File: src/hw/rtl/dps_pkg.sv
// dps_pkg: shared types and codes of the dynamic priority scheduler
// no dependencies
`timescale 1ns / 1ps
`default_nettype none

package dps_pkg;

	// item kinds
	localparam logic KIND_ADD   = 1'b0;
	localparam logic KIND_SCHED = 1'b1;

	// result status codes
	typedef logic [2:0] status_t;
	localparam status_t ST_ADDED    = 3'd0;
	localparam status_t ST_FULL     = 3'd1;
	localparam status_t ST_RAN      = 3'd2;
	localparam status_t ST_FINISHED = 3'd3;
	localparam status_t ST_IDLE     = 3'd4;

	// field widths
	localparam int ID_W    = 8;
	localparam int TIME_W  = 8;
	localparam int PRIO_W  = 8;
	localparam int ENTRY_W = ID_W + TIME_W + PRIO_W;

	localparam logic signed [PRIO_W-1:0] PRIO_MIN = {1'b1, {(PRIO_W-1){1'b0}}};

	// controller to datapath
	typedef struct packed {
		logic load;    // capture the accepted item, restart the scan
		logic step;    // read one slot and advance the scan counter
		logic finish;  // update the table and emit the result beat
	} dps_cmd_t;

	// datapath to controller
	typedef struct packed {
		logic scan_last;  // scan counter at the last slot
	} dps_stat_t;

endpackage

`default_nettype wire

File: src/hw/rtl/dps_ram.sv
// dps_ram: generic single write port ram with registered read
// no dependencies
`timescale 1ns / 1ps
`default_nettype none

module dps_ram #(
	parameter int WIDTH = 24,
	parameter int DEPTH = 8
) (
	input  wire logic                     clk,
	input  wire logic                     we,
	input  wire logic [$clog2(DEPTH)-1:0] waddr,
	input  wire logic [WIDTH-1:0]         wdata,
	input  wire logic [$clog2(DEPTH)-1:0] raddr,
	output logic      [WIDTH-1:0]         rdata
);

	logic [WIDTH-1:0] mem_q [DEPTH];

	always_ff @(posedge clk) begin
		if (we) begin
			mem_q[waddr] <= wdata;
		end
		rdata <= mem_q[raddr];
	end

endmodule

`default_nettype wire

File: src/hw/rtl/dps_ctrl.sv
// dps_ctrl: sequencing state machine of the scheduler
// depends on dps_pkg
`timescale 1ns / 1ps
`default_nettype none

module dps_ctrl (
	input  wire logic               clk,
	input  wire logic               arst_n,
	input  wire logic               start,
	output logic                    busy,
	output dps_pkg::dps_cmd_t       cmd,
	input  wire dps_pkg::dps_stat_t stat
);
	import dps_pkg::*;

	localparam logic [1:0] S_IDLE  = 2'd0;
	localparam logic [1:0] S_SCAN  = 2'd1;
	localparam logic [1:0] S_DRAIN = 2'd2;
	localparam logic [1:0] S_DONE  = 2'd3;

	logic [1:0] state_q;
	logic [1:0] state_d;

	always_comb begin
		state_d    = state_q;
		cmd.load   = 1'b0;
		cmd.step   = 1'b0;
		cmd.finish = 1'b0;
		case (state_q)
			S_IDLE: begin
				if (start) begin
					cmd.load = 1'b1;
					state_d  = S_SCAN;
				end
			end
			S_SCAN: begin
				cmd.step = 1'b1;
				if (stat.scan_last) begin
					state_d = S_DRAIN;
				end
			end
			// last read comes back and is compared
			S_DRAIN: begin
				state_d = S_DONE;
			end
			S_DONE: begin
				cmd.finish = 1'b1;
				state_d    = S_IDLE;
			end
			default: begin
				state_d = S_IDLE;
			end
		endcase
	end

	always_ff @(posedge clk or negedge arst_n) begin
		if (!arst_n) begin
			state_q <= S_IDLE;
		end else begin
			state_q <= state_d;
		end
	end

	assign busy = (state_q != S_IDLE);

	a_accept_busy: assert property (@(posedge clk) disable iff (!arst_n)
		start && !busy |=> busy)
		else $error("accepted item did not raise busy");

	a_finish_frees: assert property (@(posedge clk) disable iff (!arst_n)
		cmd.finish |=> !busy)
		else $error("busy held after result beat");

endmodule

`default_nettype wire

File: src/hw/rtl/dps_datapath.sv
// dps_datapath: slot table, scan and compare logic, result registers
// depends on dps_pkg and dps_ram
`timescale 1ns / 1ps
`default_nettype none

module dps_datapath #(
	parameter int MAX_PROCESSES = 8
) (
	input  wire logic                         clk,
	input  wire logic                         arst_n,
	input  wire dps_pkg::dps_cmd_t            cmd,
	output dps_pkg::dps_stat_t                stat,
	input  wire logic                         kind,
	input  wire logic [7:0]                   process_id,
	input  wire logic [7:0]                   time_slice,
	input  wire logic signed [7:0]            start_priority,
	output logic                              done,
	output dps_pkg::status_t                  status,
	output logic [7:0]                        run_id,
	output logic [7:0]                        time_left,
	output logic signed [7:0]                 new_priority
);
	import dps_pkg::*;

	localparam int SLOT_W = $clog2(MAX_PROCESSES);
	localparam logic [SLOT_W-1:0] LAST_SLOT = SLOT_W'(MAX_PROCESSES - 1);

	// captured item
	logic                     kind_q;
	logic [ID_W-1:0]          id_q;
	logic [TIME_W-1:0]        time_q;
	logic signed [PRIO_W-1:0] prio_q;

	// scan state
	logic [SLOT_W-1:0]        cnt_q;
	logic                     scan_s1;
	logic [SLOT_W-1:0]        slot_s1;
	logic                     vld_s1;
	logic                     found_q;
	logic [SLOT_W-1:0]        best_slot_q;
	logic [ID_W-1:0]          best_id_q;
	logic [TIME_W-1:0]        best_time_q;
	logic signed [PRIO_W-1:0] best_prio_q;

	logic [MAX_PROCESSES-1:0] valid_q;

	// ram
	logic                     ram_we;
	logic [ENTRY_W-1:0]       ram_wdata;
	logic [ENTRY_W-1:0]       ram_rdata;
	logic [ID_W-1:0]          rd_id;
	logic [TIME_W-1:0]        rd_time;
	logic signed [PRIO_W-1:0] rd_prio;

	// update values
	logic [TIME_W-1:0]        dec_time;
	logic signed [PRIO_W-1:0] dec_prio;
	logic                     add_ok;
	logic                     sched_ok;

	dps_ram #(
		.WIDTH(ENTRY_W),
		.DEPTH(MAX_PROCESSES)
	) u_ram (
		.clk   (clk),
		.we    (ram_we),
		.waddr (best_slot_q),
		.wdata (ram_wdata),
		.raddr (cnt_q),
		.rdata (ram_rdata)
	);

	assign rd_id   = ram_rdata[ENTRY_W-1 -: ID_W];
	assign rd_time = ram_rdata[PRIO_W +: TIME_W];
	assign rd_prio = $signed(ram_rdata[PRIO_W-1:0]);

	assign stat.scan_last = (cnt_q == LAST_SLOT);

	assign add_ok   = cmd.finish && (kind_q == KIND_ADD) && found_q;
	assign sched_ok = cmd.finish && (kind_q == KIND_SCHED) && found_q;

	assign dec_time = (best_time_q != '0) ? best_time_q - TIME_W'(1) : '0;
	assign dec_prio = (best_prio_q == PRIO_MIN) ? PRIO_MIN : best_prio_q - PRIO_W'(1);

	assign ram_we    = add_ok || sched_ok;
	assign ram_wdata = add_ok ? {id_q, time_q, prio_q} : {best_id_q, dec_time, dec_prio};

	// item capture
	always_ff @(posedge clk) begin
		if (cmd.load) begin
			kind_q <= kind;
			id_q   <= process_id;
			time_q <= time_slice;
			prio_q <= start_priority;
		end
	end

	// scan counter and read stage
	always_ff @(posedge clk or negedge arst_n) begin
		if (!arst_n) begin
			cnt_q   <= '0;
			scan_s1 <= 1'b0;
		end else begin
			scan_s1 <= cmd.step;
			if (cmd.load) begin
				cnt_q <= '0;
			end else if (cmd.step) begin
				cnt_q <= cnt_q + SLOT_W'(1);
			end
		end
	end

	always_ff @(posedge clk) begin
		slot_s1 <= cnt_q;
		vld_s1  <= valid_q[cnt_q];
	end

	// running best: first free slot for an add, highest priority for a schedule
	always_ff @(posedge clk or negedge arst_n) begin
		if (!arst_n) begin
			found_q <= 1'b0;
		end else if (cmd.load) begin
			found_q <= 1'b0;
		end else if (scan_s1) begin
			if (kind_q == KIND_ADD) begin
				if (!vld_s1) begin
					found_q <= 1'b1;
				end
			end else if (vld_s1) begin
				found_q <= 1'b1;
			end
		end
	end

	always_ff @(posedge clk) begin
		if (scan_s1) begin
			if (kind_q == KIND_ADD) begin
				if (!vld_s1 && !found_q) begin
					best_slot_q <= slot_s1;
				end
			end else if (vld_s1 && (!found_q || rd_prio > best_prio_q)) begin
				// strict compare keeps the lowest slot on a tie
				best_slot_q <= slot_s1;
				best_id_q   <= rd_id;
				best_time_q <= rd_time;
				best_prio_q <= rd_prio;
			end
		end
	end

	// slot valid bits
	always_ff @(posedge clk or negedge arst_n) begin
		if (!arst_n) begin
			valid_q <= '0;
		end else if (add_ok) begin
			valid_q[best_slot_q] <= 1'b1;
		end else if (sched_ok && dec_time == '0) begin
			valid_q[best_slot_q] <= 1'b0;
		end
	end

	// result beat
	always_ff @(posedge clk or negedge arst_n) begin
		if (!arst_n) begin
			done <= 1'b0;
		end else begin
			done <= cmd.finish;
		end
	end

	always_ff @(posedge clk) begin
		if (cmd.finish) begin
			if (kind_q == KIND_ADD) begin
				status       <= found_q ? ST_ADDED : ST_FULL;
				run_id       <= id_q;
				time_left    <= '0;
				new_priority <= '0;
			end else if (found_q) begin
				status       <= (dec_time == '0) ? ST_FINISHED : ST_RAN;
				run_id       <= best_id_q;
				time_left    <= dec_time;
				new_priority <= dec_prio;
			end else begin
				status       <= ST_IDLE;
				run_id       <= '0;
				time_left    <= '0;
				new_priority <= '0;
			end
		end
	end

	a_done_after_finish: assert property (@(posedge clk) disable iff (!arst_n)
		done |-> $past(cmd.finish))
		else $error("result beat without finish command");

	a_add_marks_valid: assert property (@(posedge clk) disable iff (!arst_n)
		add_ok |=> valid_q[$past(best_slot_q)])
		else $error("added slot not marked valid");

	a_finished_zero: assert property (@(posedge clk) disable iff (!arst_n)
		done && status == ST_FINISHED |-> time_left == '0)
		else $error("finished process reported with time left");

endmodule

`default_nettype wire

File: src/hw/rtl/dynamic_priority_scheduler.sv
// dynamic_priority_scheduler: highest priority first scheduler with priority decay
// an accepted item runs a table scan of one slot per cycle through the single read port of the
// entry ram, the drain state, the update state and the result register; busy stays high until
// the result beat, so items do not overlap; add and schedule items take the same time
// reset: arst_n clears the controller, scan control and all slot valid bits (table empty) at once
// results are strobed for one cycle on done; the receiver cannot stall them
`timescale 1ns / 1ps
`default_nettype none

module dynamic_priority_scheduler #(
	parameter int MAX_PROCESSES = 8
) (
	input  wire logic              clk,
	input  wire logic              arst_n,
	// command side: an item is taken when start is high and busy is low
	input  wire logic              start,
	output logic                   busy,
	input  wire logic              kind,
	input  wire logic [7:0]        process_id,
	input  wire logic [7:0]        time_slice,
	input  wire logic signed [7:0] start_priority,
	// result side: one beat per item, valid for the single cycle that done is high
	output logic                   done,
	output dps_pkg::status_t       status,
	output logic [7:0]             run_id,
	output logic [7:0]             time_left,
	output logic signed [7:0]      new_priority
);
	import dps_pkg::*;

	// command and status between the sequencer and the datapath
	dps_cmd_t  cmd;
	dps_stat_t stat;

	// sequencer: idle, scan every slot, drain the last ram read, update and report
	dps_ctrl u_ctrl (
		.clk    (clk),
		.arst_n (arst_n),
		.start  (start),
		.busy   (busy),
		.cmd    (cmd),
		.stat   (stat)
	);

	// datapath: entry ram, valid bits, running best slot and the result register
	// an add looks for the lowest free slot, a schedule for the highest priority,
	// lowest slot winning a tie; priority decays by one and saturates at its minimum
	dps_datapath #(
		.MAX_PROCESSES(MAX_PROCESSES)
	) u_dp (
		.clk            (clk),
		.arst_n         (arst_n),
		.cmd            (cmd),
		.stat           (stat),
		.kind           (kind),
		.process_id     (process_id),
		.time_slice     (time_slice),
		.start_priority (start_priority),
		.done           (done),
		.status         (status),
		.run_id         (run_id),
		.time_left      (time_left),
		.new_priority   (new_priority)
	);

endmodule

`default_nettype wire
File: config.mk
export PLATFORM = sky130hd
export DESIGN_NAME = dynamic_priority_scheduler
export DESIGN_NICKNAME = d
export VERILOG_FILES = /design/src/hw/rtl/dps_pkg.sv /design/src/hw/rtl/dps_ram.sv /design/src/hw/rtl/dps_ctrl.sv /design/src/hw/rtl/dps_datapath.sv /design/src/hw/rtl/dynamic_priority_scheduler.sv
export SDC_FILE = /design/constraint.sdc
export NUM_CORES = 1
export LEC_CHECK = 0
export ABC_AREA = 0
export BUFFER_PORTS_ARGS = -buffer_cell sky130_fd_sc_hd__buf_2
export CAP_MARGIN = 40
export CORE_MARGIN = 2
export CORE_UTILIZATION = 60
export CTS_CLUSTER_DIAMETER = 150
export DETAILED_ROUTE_END_ITERATION = 8
export GPL_TIMING_DRIVEN = 0
export PLACE_DENSITY = 0.81
export SETUP_SLACK_MARGIN = 0.1
export SLEW_MARGIN = 30
export SYNTH_ARGS = -nofsm -noshare
export SYNTH_HDL_FRONTEND = slang
export SYNTH_SLANG_ARGS = --single-unit
File: constraint.sdc
create_clock -name clk -period 4.95 [get_ports clk]
set_clock_uncertainty 0.15 [all_clocks]
set_input_delay 1.485 -clock clk [delete_from_list [all_inputs] [get_ports clk]]
set_output_delay 1.485 -clock clk [all_outputs]
set_load 0.02 [all_outputs]
==> impl_metrics.tcl <==
set metrics [dict create \
    critPathMaxFanout 4 \
    path_buf_inv 3 \
    finalCriticalPeriod_ns 3.16 \
    end_kind "primary output" \
    crit_end "busy" \
    ys_types 49 \
    cts_root_buf "clkbuf_16" \
    cts_hold_buffers 0 \
    synth_top_area_share_pct 67.1 \
    drive_gt1_share_pct 29.3 \
    cp_slowest_stage_delay_ns 0.41 \
    critPathTopFamily "flip-flops" \
    clkSlewWorstSetupHoldPaths_ns 0.06 \
    clk-insertion-delay-late_ns 0.55 \
    synth_nets 705 \
    arrival_ns 1.53 \
    p_leak_nw 4.94 \
    path_depth 4 \
    dp_cells 1002 \
    grt_pass1_wl_mm 40.5 \
    maxCapViolations 0 \
    drv_slew 0 \
    cts-htree-levels 1 \
    tritoncts "done" \
    die_x_um 146 \
    yosys_warnings 0 \
    cts.path.max_buffers 3 \
    dp_hpwl_mm 17.1 \
    via_per_inst 6.17 \
    cts_buffers 31 \
    final_cells 1065 \
    cp-start-kind "flop" \
    rr_startpoint "u_dp.best_prio_q[7]$_DFFE_PP_" \
    required_ns 3.31 \
    reg2reg_slack_ns 1.91 \
    grtUsageTotal_pct 25.5 \
    min_path_type "reg -> reg" \
    cpMostUsedCell "inv_1" \
    die_y_um 146 \
    fp-row-count 52 \
    fin_nets 818 \
    max_slew_margin_pct 43.3 \
    r2r_end "u_dp.best_time_q[7]$_DFFE_PP_" \
    report.final.hold_viol_count 0 \
    reg2reg_depth 8 \
    powerDensity_nw_per_um2 557 \
    io-pin-count 57 \
    die-area_um2 21400 \
    synth_cells 658 \
    vdd_drop_max_v 0.000300 \
    post_cts_buffers 0 \
    syn2layout_area_growth_pct 16.7 \
    antenna_found_initial 0 \
    synth_edf_count 271 \
    setup_viol 0 \
    routabilityCongestion 0.912 \
    port_buffers 56 \
    yosysMostFrequentCell "edfxtp_1" \
    start_util_pct 60.5 \
    postSynth.asyncResetShare_pct 5.08 \
    routedWlPerCell_um 24.9 \
    timing.final.crit_share_pct 63.9 \
    synth_commonest_cells "edfxtp_1, mux4_2, nand2_1, nor2_1, dfxtp_1" \
    drt_drc_violations_left 0 \
    synth_top_area_cell "edfxtp_1" \
    totalWireLength_mm 26.5 \
    worstPathCellList "inv_1 > ha_1 > inv_1 > buf_2" \
    ys_ff_latch 315 \
    cts.repair.resized 0 \
    outcome "completed" \
    synth_area_um2 12100 \
    startpoint "u_ctrl.state_q[1]$_DFFE_PN0P_" \
    grt.overflow.total 0 \
    num_vias 6566 \
    grt_max_degree 24 \
    worst_slew_pin_slew_ns 0.850 \
    drt-initial-drc-count 651 \
    ys.flop_type "edfxtp_1" \
    synth-seq-area-share_pct 75.0 \
    clock_sinks 315 \
    avgSynthCellArea_um2 18.4 \
    max_freq_mhz 316 \
    postRouteAntennaNets 0 \
    core_um2 20000 \
    rsz0062_at_grt "no" \
    slowest_stage "dfrtp_1" \
    drt_pass1_iterations 5 \
    netlist_top_cells_area "edfxtp_1, mux4_2, dfxtp_1" \
    fin_tns_setup_ns 0 \
    diodes 0 \
    grt_pass1_vias 6884 \
    crit_type "reg -> out" \
]
## placed cells by master (no fill, tap or decap), types with 4 or more instances in the layout
master / Yosys / routed
a21oi_1: 25 / 25
a22o_1: 8 / 8
and4_1: 8 / 8
buf_16: 0 / 7
buf_2: 9 / 65
buf_4: 0 / 8
clkbuf_1: 13 / 23
clkbuf_16: 0 / 31
clkbuf_2: 0 / 7
clkbuf_8: 0 / 5
clkinv_2: 0 / 5
dfrtp_1: 16 / 16
dfxtp_1: 28 / 28
edfxtp_1: 271 / 271
ha_1: 19 / 18
inv_1: 19 / 19
mux2_2: 26 / 26
mux2i_1: 7 / 7
mux4_2: 50 / 50
nand2_1: 46 / 46
nand2b_1: 5 / 5
nand3_1: 4 / 4
nor2_1: 40 / 34
nor2_4: 0 / 6
nor3_1: 6 / 4
o21ai_0: 5 / 5
o31ai_1: 7 / 6
xnor2_1: 9 / 9
## layout make-up
cell class,instances,area (µm²)
Multi-Input combinational cell,297,2910
Clock inverter,10,123
Tap cell,270,338
Fill cell,1216,5880
Buffer,26,121
Sequential cell,315,9100
Clock buffer,47,886
Inverter,20,75.1
Timing Repair Buffer,80,606
## per-layer routing
metal  track usage, %  wire, µm  vias up  part of all wire (%)
li1                 -         -     2811                     -
met1             33.8     10100     3320                    38
met2             43.0     13300      352                    50
met3             4.69      2190       83                   8.3
met4             9.13       989        0                   3.7
met5                0         0        -                     0
## how the worst min path moves through the flow
stage                                  from                             to  slack, ns  depth (start not counted)
3_5_place_dp      u_dp.cnt_q[1]$_DFFE_PN0P_        u_dp.slot_s1[1]$_DFF_P_       0.23                          0
4_1_cts        u_dp.u_ram.rdata[15]$_DFF_P_  u_dp.best_time_q[7]$_DFFE_PP_       0.25                          0
3_3_place_gp      u_dp.cnt_q[2]$_DFFE_PN0P_        u_dp.slot_s1[2]$_DFF_P_       0.23                          0
5_1_grt        u_dp.u_ram.rdata[12]$_DFF_P_  u_dp.best_time_q[4]$_DFFE_PP_       0.25                          0
6_report       u_dp.u_ram.rdata[12]$_DFF_P_  u_dp.best_time_q[4]$_DFFE_PP_       0.25                          0
2_1_floorplan     u_dp.cnt_q[1]$_DFFE_PN0P_        u_dp.slot_s1[1]$_DFF_P_       0.22                          0
## through the flow
stage | setup slack [ns] | total power (W) | cell area (µm²) | util, % | hold slack [ns]
floorplan | 0.976 | 0.00490 | 12100 | - | 0.219
global placement | -1.35 | 0.00538 | 12700 | 63.6 | 0.228
detailed placement | 2.03 | 0.00557 | 13100 | 65.4 | 0.235
CTS | 1.77 | 0.00790 | 14100 | 70.5 | 0.253
global route | 1.71 | 0.00819 | 14200 | 70.6 | 0.255
finish | 1.79 | 0.00789 | 14200 | 70.6 | 0.253
## worst reg2reg max path, delay by kind of cell (launching register included)
kind	cells	cell delay, ns
AO/OA/AOI/OAI	3	1.14
adder cells (fa/ha/maj)	1	0.32
buffers and inverters	3	0.51
flip-flops	1	0.44
AND/OR/NAND/NOR	1	0.16
## kinds of logic after synthesis
| logic type | count (synthesis) | share of synthesized area (%) |
|---|---|---|
| AOI/OAI and AO/OA | 59 | 3.26 |
| xor gates and xnor gates | 9 | 0.650 |
| adders and majority gates | 19 | 1.96 |
| buffers and inverters | 46 | 1.61 |
| DFF | 315 | 75.0 |
| muxes | 83 | 12.3 |
| and+or+nand+nor | 127 | 5.23 |
## power by group
group          switching, W  internal (W)  leakage [nW]
registers          0.000178       0.00346          2.90
logic               0.00114      0.000798          1.54
clock network      0.000936       0.00138         0.496
## registers in the layout, indices dropped and copies added (netlist names), 8 cells and up, named ones only
name and flops:
u_dp.time_left 8, u_dp.best_time_q 8, u_dp.best_id_q 8, u_dp.id_q 8, u_dp.time_q 8, u_dp.best_prio_q 8
u_dp.u_ram.rdata 24, u_dp.run_id 8, u_dp.new_priority 8, u_dp.prio_q 8, u_dp.u_ram.mem_q 192
Note: power is estimated with default switching activity, not from simulation.
